$ cat src/bs3_pkg.sv
// Shared types and constants of the 3x3 RGB box smoother.
`timescale 1ns / 1ps
package bs3_pkg;

  localparam int CH_BITS  = 16;
  localparam int SUM_BITS = CH_BITS + 4;   // nine channel values
  localparam int RCP_BITS = 19;

  // Reciprocals for the truncated divides by nine and by three
  localparam logic [RCP_BITS-1:0] RECIP9 = RCP_BITS'(233017); // ceil(2^21 / 9)
  localparam logic [RCP_BITS-1:0] RECIP3 = RCP_BITS'(349526); // ceil(2^20 / 3)
  localparam int SHIFT9 = 21;
  localparam int SHIFT3 = 20;

  typedef struct packed {
    logic [CH_BITS-1:0] red;
    logic [CH_BITS-1:0] green;
    logic [CH_BITS-1:0] blue;
  } pix_t;

  typedef logic [SUM_BITS-1:0] sum_t;

  // Which neighbours of the centre lie inside the image, plus the emit and frame-last flags
  typedef struct packed {
    logic emit;
    logic last;
    logic top_ok;
    logic bot_ok;
    logic left_ok;
    logic right_ok;
  } clip_t;

  typedef enum logic [1:0] {
    DIV1 = 2'd0,
    DIV4 = 2'd1,
    DIV6 = 2'd2,
    DIV9 = 2'd3
  } div_sel_t;

endpackage

$ cat src/bs3_div.sv
// Truncated divide of the three sums by 1, 4, 6 or 9; 6 and 9 via reciprocal multiply.
`timescale 1ns / 1ps
module bs3_div (
  input  logic                          clk,
  input  logic                          en,
  input  bs3_pkg::div_sel_t             sel,
  input  bs3_pkg::sum_t                 sum_red,
  input  bs3_pkg::sum_t                 sum_green,
  input  bs3_pkg::sum_t                 sum_blue,
  output logic [bs3_pkg::CH_BITS-1:0]   red_q,
  output logic [bs3_pkg::CH_BITS-1:0]   green_q,
  output logic [bs3_pkg::CH_BITS-1:0]   blue_q
);

  localparam int PW = bs3_pkg::SUM_BITS + bs3_pkg::RCP_BITS;

  bs3_pkg::sum_t sums [3];
  logic [bs3_pkg::CH_BITS-1:0] quot [3];

  assign sums[0] = sum_red;
  assign sums[1] = sum_green;
  assign sums[2] = sum_blue;

  // At most one multiply per channel; divide by six is a halving then a divide by three
  always_comb begin
    logic [PW-1:0] prod;
    for (int ch = 0; ch < 3; ch++) begin
      prod = '0;
      unique case (sel)
        bs3_pkg::DIV1: quot[ch] = bs3_pkg::CH_BITS'(sums[ch]);
        bs3_pkg::DIV4: quot[ch] = bs3_pkg::CH_BITS'(sums[ch] >> 2);
        bs3_pkg::DIV6: begin
          prod = PW'(sums[ch] >> 1) * PW'(bs3_pkg::RECIP3);
          quot[ch] = bs3_pkg::CH_BITS'(prod >> bs3_pkg::SHIFT3);
        end
        bs3_pkg::DIV9: begin
          prod = PW'(sums[ch]) * PW'(bs3_pkg::RECIP9);
          quot[ch] = bs3_pkg::CH_BITS'(prod >> bs3_pkg::SHIFT9);
        end
        default: quot[ch] = '0;
      endcase
    end
  end

  always_ff @(posedge clk) begin
    if (en) begin
      red_q   <= quot[0];
      green_q <= quot[1];
      blue_q  <= quot[2];
    end
  end

endmodule

$ cat config.mk
export PLATFORM = sky130hd
export DESIGN_NAME = bs3_div
export DESIGN_NICKNAME = d
export VERILOG_FILES = /design/src/bs3_pkg.sv /design/src/bs3_div.sv
export SDC_FILE = /design/constraint.sdc
export NUM_CORES = 2
export LEC_CHECK = 0
export ABC_AREA = 1
export BUFFER_PORTS_ARGS = -buffer_cell sky130_fd_sc_hd__buf_2
export CORE_MARGIN = 3
export CORE_UTILIZATION = 55
export CTS_BUF_LIST = sky130_fd_sc_hd__clkbuf_4 sky130_fd_sc_hd__clkbuf_8
export CTS_CLUSTER_DIAMETER = 30
export DETAILED_ROUTE_END_ITERATION = 12
export GPL_TIMING_DRIVEN = 0
export HOLD_SLACK_MARGIN = 0.12
export PLACE_DENSITY = 0.69
export SYNTH_ARGS = -nofsm -noshare
export SYNTH_HDL_FRONTEND = slang
export SYNTH_SLANG_ARGS = --single-unit
$ cat constraint.sdc
create_clock -name clk -period 7 [get_ports clk]
set_input_delay 1.05 -clock clk [delete_from_list [all_inputs] [get_ports clk]]
set_output_delay 1.05 -clock clk [all_outputs]
set_load 0.02 [all_outputs]
==> impl_metrics.ini <==
[floorplan]
die_h_um = 277
core-area_um2 = 72200
ioPinCount = 112
dieArea_um2 = 76800
row_count = 98
start_util_pct = 56.0
die_w_um = 277

[detailed_routing]
drt_iter0_markers = 2011
wl_per_cell_um = 18.2
drt-total-wl_um = 115000
first_pass_iters = 6
post-route-drc-count = 0
ant_nets = 0
via_count = 33200
via_per_inst = 5.24

[grt]
grt_max_degree = 49
overflow = 0
antenna_found_initial = 4
grt_pass1_vias = 34400
grt_pass1_wl_um = 183000
grtUsageTotal_pct = 30.4

[layout]
post-route-util_pct = 58.6
final_cell_count_no_fill = 6330
syn_to_final_growth_pct = 4.54
drive_gt1_share_pct = 3.29
final_cell_mix = inv_1 (1542), nand2_1 (1031), ha_1 (898)
final_common_cell = inv_1
nNetsFinal = 6941

[flow_run]
maxCapViolCount = 0

[critical_path]
start_kind = input pin
crit_buf_inv = 5
cp_max_fo = 11
crit_required_ps = 7000
endpoint_kind = flop
path_class = input pin to flop
crit_chain = buf_2, ha_1, xor2_1, ha_1, a21oi_1, fa_1, inv_1, fa_1, fa_1, inv_1, fa_1, inv_1, ha_1, nand2_1, nor2_1, nand2_1, inv_1, nand4_1, nand3_1, nand2_1, nand3_1, nand4_1
slowest_stage = fa_1
arrival_ps = 6460
max_stage_delay_ps = 550
crit_family = adder cells

[placed_design]
dpl.hpwl_um = 102000
place.gp.congestion = 1.02
io_buffers = 111
dp.cells = 6320

[cts]
clkTransAtPathRegs_ps = 110
htree_levels = 2
cts_setup_buffers = 0
cts_buffers = 5
cts.repair.resized = 0
clockBufferDepth = 2
postCtsHoldBufs = 0
root_buffer = clkbuf_8
cts_tree = yes
clock_sinks = 48

[sta]
min_period_ps = 6460
hold_viol = 0
slew_headroom_pct = 20.7
rsz0062_at_grt = false
worst_slew_pin_slew_ps = 1190
finalSetupViolCount = 0
setup_tns_ps = 0
whs_ps = 1290
fmax_mhz = 155
slew_violations = 0
finalCritPeriodShare_pct = 92.4

[synth]
yosysUniqueCellTypes = 33
synthCells = 5259
synth_area_um2 = 40500
synth_nets = 6823
avgSynthCellArea_um2 = 7.69
ys_seq_area_share_pct = 3.56
synth-seq-cells = 48
synth-warning-count = 0

[status]
status = finished, final reports clean

[hold_path]
min_path_type = input pin to flop
[state kept, by name (all words and copies together) (netlist names)]
signal / cells
red_q: 16
green_q: 16
blue_q: 16
[worst paths after layout]
check  depth (start not counted)         end    startpoint
max                           22   blue_q[7]   sum_blue[4]
min                            3  green_q[0]  sum_green[0]
[metrics by stage]
stage	setup WS (ps)	cell area [um2]
6_report	535	42300
3_5_place_dp	241	42200
3_3_place_gp	250	42200
4_1_cts	591	42300
5_1_grt	323	42300
2_1_floorplan	1570	40500
[logic make-up after synthesis]
kind of cell / share of synthesized area (%)
compound gates: 5.10
xor+xnor: 1.32
fa+ha+maj: 57.6
buf+inv: 14.6
flops: 3.56
simple gates: 17.9
[worst min-delay path: cells and delay by family]
family / cells / cell delay [ps]
buffers and inverters: 1 / 200
AND/OR/NAND/NOR: 2 / 230
[synth_stat cells]
cell type	n	area share, %
inv_1	1542	14
nand2_1	1031	9.6
ha_1	898	28
fa_1	602	30
nor2_1	258	2.4
a21oi_1	198	2.4
nand3_1	196	2.4
o21ai_0	100	1.2
nand4_1	92	1.4
edfxtp_1	48	3.6
xor2_1	47	1.0
nor3_1	44	0.54
nand3b_1	32	0.59
o21bai_1	31	0.58
a21o_1	25	0.46
nor2_2	18	0.28
xnor2_1	14	0.30
clkbuf_1	12	0.11
inv_2	9	0.084
nand2_2	9	0.14
and2_1	8	0.12
nor3_2	8	0.20
o21ai_1	7	0.087
a21oi_2	5	0.11
buf_2	5	0.062
o21a_1	4	0.074
a21boi_0	3	0.056
a31oi_1	3	0.046
nor2_4	3	0.084
or2_1	3	0.046
buf_1	2	0.019
nor4_2	1	0.031
or2_2	1	0.015
[layout make-up]
cell class,instances,area [um2]
antenna,2,5.00
clock buffer,6,76.3
buffer,19,77.6
timing repair buffer,111,556
fill,6951,29900
inverter,1551,5820
sequential,48,1440
multi-input combinational,3641,33100
tap,950,1190
clock inverter,2,11.3
[metal layers]
metal	vias to the layer above	wire length (um)	GRT usage [%]
li1	16300	-	-
met3	164	6430	2.84
met5	-	7	0
met1	15800	50100	41.0
met4	2	3780	7.80
met2	839	54700	52.7
Power is left out: the tool's default activity adds up to more than one toggle a clock period on the data nets, which glitch-free logic cannot reach.
