<file path="src/bs3_pkg.sv">
// Shared types and constants of the 3x3 RGB box smoother.
`timescale 1ns / 1ps
package bs3_pkg;

  localparam int CH_BITS  = 16;
  localparam int SUM_BITS = CH_BITS + 4;   // nine channel values
  localparam int RCP_BITS = 19;

  // Reciprocals for the truncated divides by nine and by three
  localparam logic [RCP_BITS-1:0] RECIP9 = RCP_BITS'(233017); // ceil(2^21 / 9)
  localparam logic [RCP_BITS-1:0] RECIP3 = RCP_BITS'(349526); // ceil(2^20 / 3)
  localparam int SHIFT9 = 21;
  localparam int SHIFT3 = 20;

  typedef struct packed {
    logic [CH_BITS-1:0] red;
    logic [CH_BITS-1:0] green;
    logic [CH_BITS-1:0] blue;
  } pix_t;

  typedef logic [SUM_BITS-1:0] sum_t;

  // Which neighbours of the centre lie inside the image, plus the emit and frame-last flags
  typedef struct packed {
    logic emit;
    logic last;
    logic top_ok;
    logic bot_ok;
    logic left_ok;
    logic right_ok;
  } clip_t;

  typedef enum logic [1:0] {
    DIV1 = 2'd0,
    DIV4 = 2'd1,
    DIV6 = 2'd2,
    DIV9 = 2'd3
  } div_sel_t;

endpackage

</file>
<file path="src/bs3_window.sv">
// 3x3 window registers and the clipped per-channel sums.
`timescale 1ns / 1ps
module bs3_window (
  input  logic          clk,
  input  logic          shift_en,
  input  logic          sum_en,
  input  bs3_pkg::pix_t top_col,
  input  bs3_pkg::pix_t mid_col,
  input  bs3_pkg::pix_t cur_col,
  input  bs3_pkg::clip_t clip,
  output bs3_pkg::sum_t sum_red,
  output bs3_pkg::sum_t sum_green,
  output bs3_pkg::sum_t sum_blue
);

  bs3_pkg::pix_t win_r [3][3];   // [row][col], col 2 newest
  logic [2:0] row_ok;
  logic [2:0] col_ok;
  bs3_pkg::sum_t acc_r, acc_g, acc_b;

  // Advance the window by one column
  always_ff @(posedge clk) begin
    if (shift_en) begin
      for (int r = 0; r < 3; r++) begin
        win_r[r][0] <= win_r[r][1];
        win_r[r][1] <= win_r[r][2];
      end
      win_r[0][2] <= top_col;
      win_r[1][2] <= mid_col;
      win_r[2][2] <= cur_col;
    end
  end

  // Add the entries that lie inside the image
  always_comb begin
    row_ok = {clip.bot_ok, 1'b1, clip.top_ok};
    col_ok = {clip.right_ok, 1'b1, clip.left_ok};
    acc_r  = '0;
    acc_g  = '0;
    acc_b  = '0;
    for (int r = 0; r < 3; r++) begin
      for (int c = 0; c < 3; c++) begin
        if (row_ok[r] && col_ok[c]) begin
          acc_r = acc_r + bs3_pkg::SUM_BITS'(win_r[r][c].red);
          acc_g = acc_g + bs3_pkg::SUM_BITS'(win_r[r][c].green);
          acc_b = acc_b + bs3_pkg::SUM_BITS'(win_r[r][c].blue);
        end
      end
    end
  end

  always_ff @(posedge clk) begin
    if (sum_en) begin
      sum_red   <= acc_r;
      sum_green <= acc_g;
      sum_blue  <= acc_b;
    end
  end

endmodule

</file>
<file path="config.mk">
export PLATFORM = sky130hd
export DESIGN_NAME = bs3_window
export DESIGN_NICKNAME = d
export VERILOG_FILES = /design/src/bs3_pkg.sv /design/src/bs3_window.sv
export SDC_FILE = /design/constraint.sdc
export NUM_CORES = 1
export LEC_CHECK = 0
export BUFFER_PORTS_ARGS = -buffer_cell sky130_fd_sc_hd__buf_4
export CAP_MARGIN = 20
export CORE_MARGIN = 2
export CORE_UTILIZATION = 62
export CTS_CLUSTER_SIZE = 8
export DETAILED_ROUTE_END_ITERATION = 8
export GPL_TIMING_DRIVEN = 0
export PLACE_DENSITY = 0.87
export RECOVER_POWER = 50
export SLEW_MARGIN = 0
export SYNTH_ARGS = -nofsm -noshare
export SYNTH_HDL_FRONTEND = slang
export SYNTH_SLANG_ARGS = --single-unit
</file>
<file path="constraint.sdc">
create_clock -name clk -period 26 [get_ports clk]
set_clock_uncertainty 0.15 [all_clocks]
set_input_delay 6.5 -clock clk [delete_from_list [all_inputs] [get_ports clk]]
set_output_delay 6.5 -clock clk [all_outputs]
set_load 0.1 [all_outputs]
</file>
==> results.yml, run 1 <==
run_status:
  status: "finished, violations left"
  failed_checks: "max-capacitance violations, max-slew violations"
pwr:
  p_leak_nw: 17.4
  internal-power_mw: 2.81
  sequentialPowerShare_pct: 20.3
  power.switching_mw: 2.43
  power_mw: 5.24
  p_per_area_mw_per_mm2: 127
  power.switching_fraction_pct: 46.3
  pwr-share-comb_pct: 63.6
  peakVddDrop_mv: 0.138
  p_clk_share_pct: 16.0
synthesis:
  synth_nets: 4299
  postSynthCellCount: 3720
  ys_ff_latch: 492
  synth_edf_count: 492
  ys_types: 91
  syn_area_sq_mm: 0.0369
  synthArstFlopShare_pct: 0
  ys_seq_area_share_pct: 40.1
  avgSynthCellArea_sq_um: 9.91
  synthFlopType: "edfxtp_1"
  yosysWarnings: 0
routing:
  drt_iter0_drc: 2831
  first_pass_iters: 6
  viasPerCell: 6.30
  ant_nets: 0
  routedWlPerCell_um: 20.9
  vias: 30200
  drc: 0
  finalWirelength_mm: 100
critical_path:
  worst_path_max_delay_cell: "o41ai_1"
  end_kind: "flip-flop"
  cp_max_fo: 10
  crit_family: "compound AO/OA/AOI/OAI gates"
  crit_buf_inv: 8
  critical_path_class: "in -> reg"
  reg2reg_setup_slack_ns: 12.71
  max_stage_delay_ns: 0.74
  start_kind: "input port"
  required_ns: 26.22
  crit_arrival_ns: 21.35
  critPathMostFrequentCell: "ha_1"
cells_and_area:
  num-nets-final: 4585
  fin_cells: 4786
  layout_commonest_cell: "edfxtp_1"
  areaGrowthSynthToFinish_pct: 12.3
  final_cell_mix: "edfxtp_1 (492), ha_1 (402), a21oi_1 (341)"
  antenna_cells: 0
  drive_gt1_share_pct: 8.95
place:
  gp_congestion: 0.967
  dpl.hpwl_mm: 74.3
  port-buffer-count: 210
  dpl.cell_count: 4706
  pre_cts_ws_ns: 4.71
sta:
  hold_viol: 0
  setup_viol: 0
  min_period_over_period_pct: 81.3
  tightest_slew_ns: 5.13
  max_freq_ghz: 0.0473
  finalMaxSlewViolations: 145
  timing.final.ws_setup_ns: 4.87
  min_period_ns: 21.13
  relSlewSlack_pct: -242
  holdWs_ns: 0.297
  rsz0062_at_grt: "no"
  setup_tns_ns: 0
grt:
  grtUsageTotal_pct: 32.4
  grt_pass1_wl_mm: 155
  grt_max_degree: 133
  grt-ovfl-total: 0
  grt_pass1_vias: 29300
  antenna_found_initial: 1
clocking:
  cts_setup_buffers: 0
  clk_pin_slew_worst_paths_ns: 0.05
  clock_latency_ns: 0.62
  cts_tree: "built"
  cts_buffers: 71
  clockRootBuffer: "clkbuf_16"
  post_cts_resized: 0
  clock-sinks: 492
  holdBufCountCts: 0
  h-tree-depth: 3
  clk_path_buf_depth: 3
job:
  cap_violations: 2
die:
  coreArea_sq_mm: 0.0589
  start_util_pct: 62.6
  dieArea_sq_mm: 0.0614
  ioPinCount: 213
  fp-row-count: 89
  die_y_um: 248
  die_w_um: 248
hold_path:
  hold_path_class: "reg -> reg"
==> kinds of logic (layout without fill, tap and decap cells) <==
| kind of cell | Yosys count | in the layout | share of synthesized area (%) |
|---|---|---|---|
| AO/OA/AOI/OAI | 1097 | 1097 | 18.7 |
| XOR/XNOR | 340 | 340 | 8.28 |
| adder cells (fa/ha/maj) | 431 | 431 | 15.1 |
| buffers and inverters | 284 | 577 | 2.94 |
| flip-flops | 492 | 492 | 40.1 |
| multiplexers | 68 | 68 | 1.97 |
| AND/OR/NAND/NOR | 1008 | 1008 | 12.9 |
==> worst register-to-register path: cells and delay by family (launching register included) <==
kind            cells  cell delay (ns)
xor+xnor            8             1.41
flops               1             0.35
mux                 2             0.56
simple gates        9             1.53
fa+ha+maj          10             3.52
compound gates     20             5.44
buf+inv             1             0.08
==> registers in the layout, indices dropped and copies added, names as in the netlist <==
signal,cells
sum_blue,20
sum_green,20
sum_red,20
win_r,432
==> final cells by class <==
class                           instances  area (sq um)
Timing Repair Buffer                  213          1650
Buffer                                 99           388
Multi-Input combinational cell       2944         21000
Tap cell                              773           967
Sequential cell                       492         14800
Inverter                              185           694
Clock inverter                          4          31.3
Clock buffer                           76          1880
Fill cell                            4195         17500
==> cells in the mapped netlist, types with 47 or more instances <==
cell      instances  area (sq um)
edfxtp_1        492         14800
ha_1            402          5030
a21oi_1         341          1710
nor2_1          313          1170
nand2_1         287          1080
o21ai_0         264          1320
xnor2_1         209          1830
inv_1           185           694
xor2_1          125          1090
a21o_1          104           781
clkbuf_1         75           282
o21a_1           63           473
nor3_1           61           305
and3_1           59           369
nand2b_1         55           344
nand3_1          50           250
nor2b_1          50           313
o21bai_1         47           353
==> through the flow <==
step / cell area, sq um / util [%]
2_1_floorplan: 36900 / -
4_1_cts: 41400 / 70.3
5_1_grt: 41400 / 70.3
6_report: 41400 / 70.3
3_5_place_dp: 39500 / 67.0
3_3_place_gp: 39400 / 66.9
==> worst paths after layout <==
check                start             to  cells after the start
max                clip[1]  sum_green[19]                     58
min           win_r[0][66]  win_r[0][114]                      0
max reg2reg  win_r[0][112]  sum_green[19]                     50
min reg2reg   win_r[0][66]  win_r[0][114]                      0
==> per-layer routing <==
| metal | vias to the layer above | track usage (%) | share of wire [%] |
|---|---|---|---|
| met5 | - | 0 | 0.012 |
| met1 | 14000 | 41.9 | 41 |
| li1 | 14300 | - | - |
| met2 | 1483 | 51.8 | 45 |
| met3 | 361 | 4.73 | 7.9 |
| met4 | 2 | 19.2 | 6.1 |
==> power groups by stage <==
stage | logic [mW] | registers (mW) | clock network [mW]
2_1_floorplan | 2.26 | 1.36 | 0
3_3_place_gp | 3.09 | 1.08 | 0
3_5_place_dp | 3.20 | 1.07 | 0
4_1_cts | 3.26 | 1.06 | 0.844
5_1_grt | 3.63 | 1.07 | 0.876
6_report | 3.33 | 1.07 | 0.840
(Power assumes the default switching activity.)
==> run 2, diff against run 1 <==
--- a/config.mk
+++ b/config.mk
@@ -5,14 +5,15 @@
 export SDC_FILE = /design/constraint.sdc
 export NUM_CORES = 1
 export LEC_CHECK = 0
+export ABC_AREA = 1
 export BUFFER_PORTS_ARGS = -buffer_cell sky130_fd_sc_hd__buf_4
 export CAP_MARGIN = 20
 export CORE_MARGIN = 2
-export CORE_UTILIZATION = 62
+export CORE_UTILIZATION = 57
 export CTS_CLUSTER_SIZE = 8
 export DETAILED_ROUTE_END_ITERATION = 8
 export GPL_TIMING_DRIVEN = 0
-export PLACE_DENSITY = 0.87
+export PLACE_DENSITY = 0.84
 export RECOVER_POWER = 50
 export SLEW_MARGIN = 0
 export SYNTH_ARGS = -nofsm -noshare
==> constraint.sdc (replaced) <==
create_clock -name clk -period 18.5 [get_ports clk]
set_clock_uncertainty 0.15 [all_clocks]
set_input_delay 4.625 -clock clk [delete_from_list [all_inputs] [get_ports clk]]
set_output_delay 4.625 -clock clk [all_outputs]
set_load 0.1 [all_outputs]
==> run 2 against run 1 <==
Compared with the run above: the flow still finishes with violations (max-capacitance violations, max-slew violations); combinational power rose by 17%; critical path type unchanged; setup slack got worse by 2.6 ns; sequential share of layout area is 0.50 points higher; core utilization fell by 5.3 points; sequential power up 38%; highest routed layer is now met4; first-iteration DRC count fell by 11%; critical path depth is 9 lower; largest cell class unchanged; power rose by 26%.
==> results.yml, run 2 <==
run_status:
  status: "finished, violations left"
  failed_checks: "max-capacitance violations, max-slew violations"
critical_path:
  cp_max_fo: 10
  crit_arrival_ns: 16.41
  critPathMostFrequentCell: "nand2_1"
  required_ns: 18.72
  critical_path_class: "in -> reg"
  end_kind: "flip-flop"
  worst_path_max_delay_cell: "clkbuf_1"
  max_stage_delay_ns: 0.82
  start_kind: "input port"
sta:
  min_period_over_period_pct: 87.5
  timing.final.ws_setup_ns: 2.31
  tightest_slew_ns: 7.01
  setup_viol: 0
  min_period_ns: 16.19
  relSlewSlack_pct: -368
  setup_tns_ns: 0
  hold_viol: 0
  max_freq_ghz: 0.0618
  rsz0062_at_grt: "no"
  holdWs_ns: 0.296
  finalMaxSlewViolations: 183
hold_path:
  hold_path_class: "reg -> reg"
cells_and_area:
  final_cell_mix: "nand2_1 (997), edfxtp_1 (492), inv_1 (452)"
  areaGrowthSynthToFinish_pct: 12.8
  fillers: 5131
  multi_input_area_sq_mm: 0.0193
  largest_register_ffs: 432
  regMostFlops: "win_r"
  layout_commonest_cell: "nand2_1"
  regArea_sq_mm: 0.0148
  num-nets-final: 5118
  antenna_cells: 0
  drive_gt1_share_pct: 8.29
clocking:
  clock_latency_ns: 0.61
  cts_tree: "built"
  clk_pin_slew_worst_paths_ns: 0.05
  cts_setup_buffers: 0
  clk_path_buf_depth: 3
  cts_buffers: 72
  post_cts_resized: 0
  clockRootBuffer: "clkbuf_16"
  clock-sinks: 492
  holdBufCountCts: 0
  h-tree-depth: 3
routing:
  ant_nets: 0
  viasPerCell: 5.66
  finalWirelength_mm: 95.6
  first_pass_iters: 7
  routedWlPerCell_um: 17.7
  drc: 0
  drt_iter0_drc: 2511
  vias: 30500
synthesis:
  synth_compound_area_share_pct: 14.5
  synthFlopType: "edfxtp_1"
  ys_ff_latch: 492
  yosys-top-cells-area: "edfxtp_1 (41%), ha_1 (14%), nand2_1 (10%)"
  ys_types: 54
  synthAdderAreaFrac_pct: 15.2
  postSynthCellCount: 4254
  syn_area_sq_mm: 0.0362
  yosysWarnings: 0
  synth_nets: 4833
  yosys.area.top_type_share_pct: 40.8
  yosysMostFrequentCell: "nand2_1"
  synth_mux_area_share_pct: 0.0865
  synth_area_leader_cell: "edfxtp_1"
  synthSimpleGateAreaFrac_pct: 18.5
  yosys-top-cells-count: "nand2_1 (997), edfxtp_1 (492), inv_1 (452), a21oi_1 (415), ha_1 (402)"
  synth_top_family_by_area: "simple AND/OR/NAND/NOR gates"
  synth_xor_area_share_pct: 5.25
  ys_seq_area_share_pct: 40.8
  synthArstFlopShare_pct: 0
  avgSynthCellArea_sq_um: 8.50
  synth_edf_count: 492
job:
  cap_violations: 2
grt:
  grt_pass1_vias: 29100
  grtUsageTotal_pct: 28.6
  grt-ovfl-total: 0
  grt_max_degree: 130
  antenna_found_initial: 0
  grt_pass1_wl_mm: 150
place:
  gp_congestion: 0.959
  pre_cts_ws_ns: 1.95
  dpl.hpwl_mm: 73.2
  port-buffer-count: 208
pwr:
  peakVddDrop_mv: 0.140
  p_per_area_mw_per_mm2: 161
  p_leak_nw: 18.7
die:
  fp-row-count: 92
  dieArea_sq_mm: 0.0655
  die_y_um: 256
  die_w_um: 256
  coreArea_sq_mm: 0.0629
  start_util_pct: 57.5
  ioPinCount: 213
[run 2: cell count changes in the layout (fill, tap and decap cells not counted), sizes merged, moves of 83 or more]
cell	change
a21o	-83
inv	+272
nand2	+741
nand3	+145
o21ai	+150
xnor2	-110
[run 2: path summary, 6_finish.rpt]
path | from | endpoint | slack, ns | cells after the start
worst min register to register | win_r[0][297] | win_r[0][345] | 0.30 | 0
worst max register to register | win_r[0][113] | sum_green[19] | 7.37 | 62
worst max-delay path | clip[0] | sum_red[19] | 2.31 | 49
worst min-delay path | win_r[0][297] | win_r[0][345] | 0.30 | 0
[run 2: logic make-up after synthesis]
| group | count (synthesis) |
|---|---|
| AO/OA/AOI/OAI | 979 |
| adder cells (fa/ha/maj) | 426 |
| flip-flops | 492 |
| buffers and inverters | 538 |
| AND/OR/NAND/NOR | 1599 |
| multiplexers | 3 |
| XOR/XNOR | 217 |
[run 2: power breakdown]
part | switching, mW | total [mW] | internal, mW
combinational | 2.55 | 3.91 | 1.35
sequential | 0.0687 | 1.48 | 1.41
clock | 0.468 | 1.19 | 0.724
total | 3.09 | 6.58 | 3.49
[run 2: cell type report]
class                           count  area share, %
Inverter                          460           4.24
Clock inverter                      7          0.166
Tap cell                          846           2.59
Buffer                             78          0.779
Multi-Input combinational cell   3224           47.4
Clock buffer                       77           4.62
Timing Repair Buffer              211           4.00
Sequential cell                   492           36.2
[run 2: stage by stage]
stage / area (sq um) / total power, mW / std cells / utilization, %
floorplan: 36200 / 4.46 / 4254 / -
global placement: 38800 / 5.18 / 5308 / 61.7
detailed placement: 38900 / 5.28 / 5311 / 61.9
CTS: 40800 / 6.52 / 5395 / 65.0
global route: 40800 / 7.08 / 5395 / 64.9
finish: 40800 / 6.58 / 5395 / 64.9
[run 2: worst max-delay path, delay by kind of cell]
kind                     cells  cell delay [ns]
AND/OR/NAND/NOR             13             1.55
adder cells (fa/ha/maj)      7             2.67
XOR/XNOR                     4             0.75
AO/OA/AOI/OAI               16             3.95
buffers and inverters        9             2.83
[run 2: layer usage]
metal  track usage [%]  wire (um)  up-vias
met5                 0          0        -
met4              13.5       4660        0
met3              3.83       6500      243
met2              47.8      44500     1253
met1              37.0      39900    13800
li1                  -          -    15200
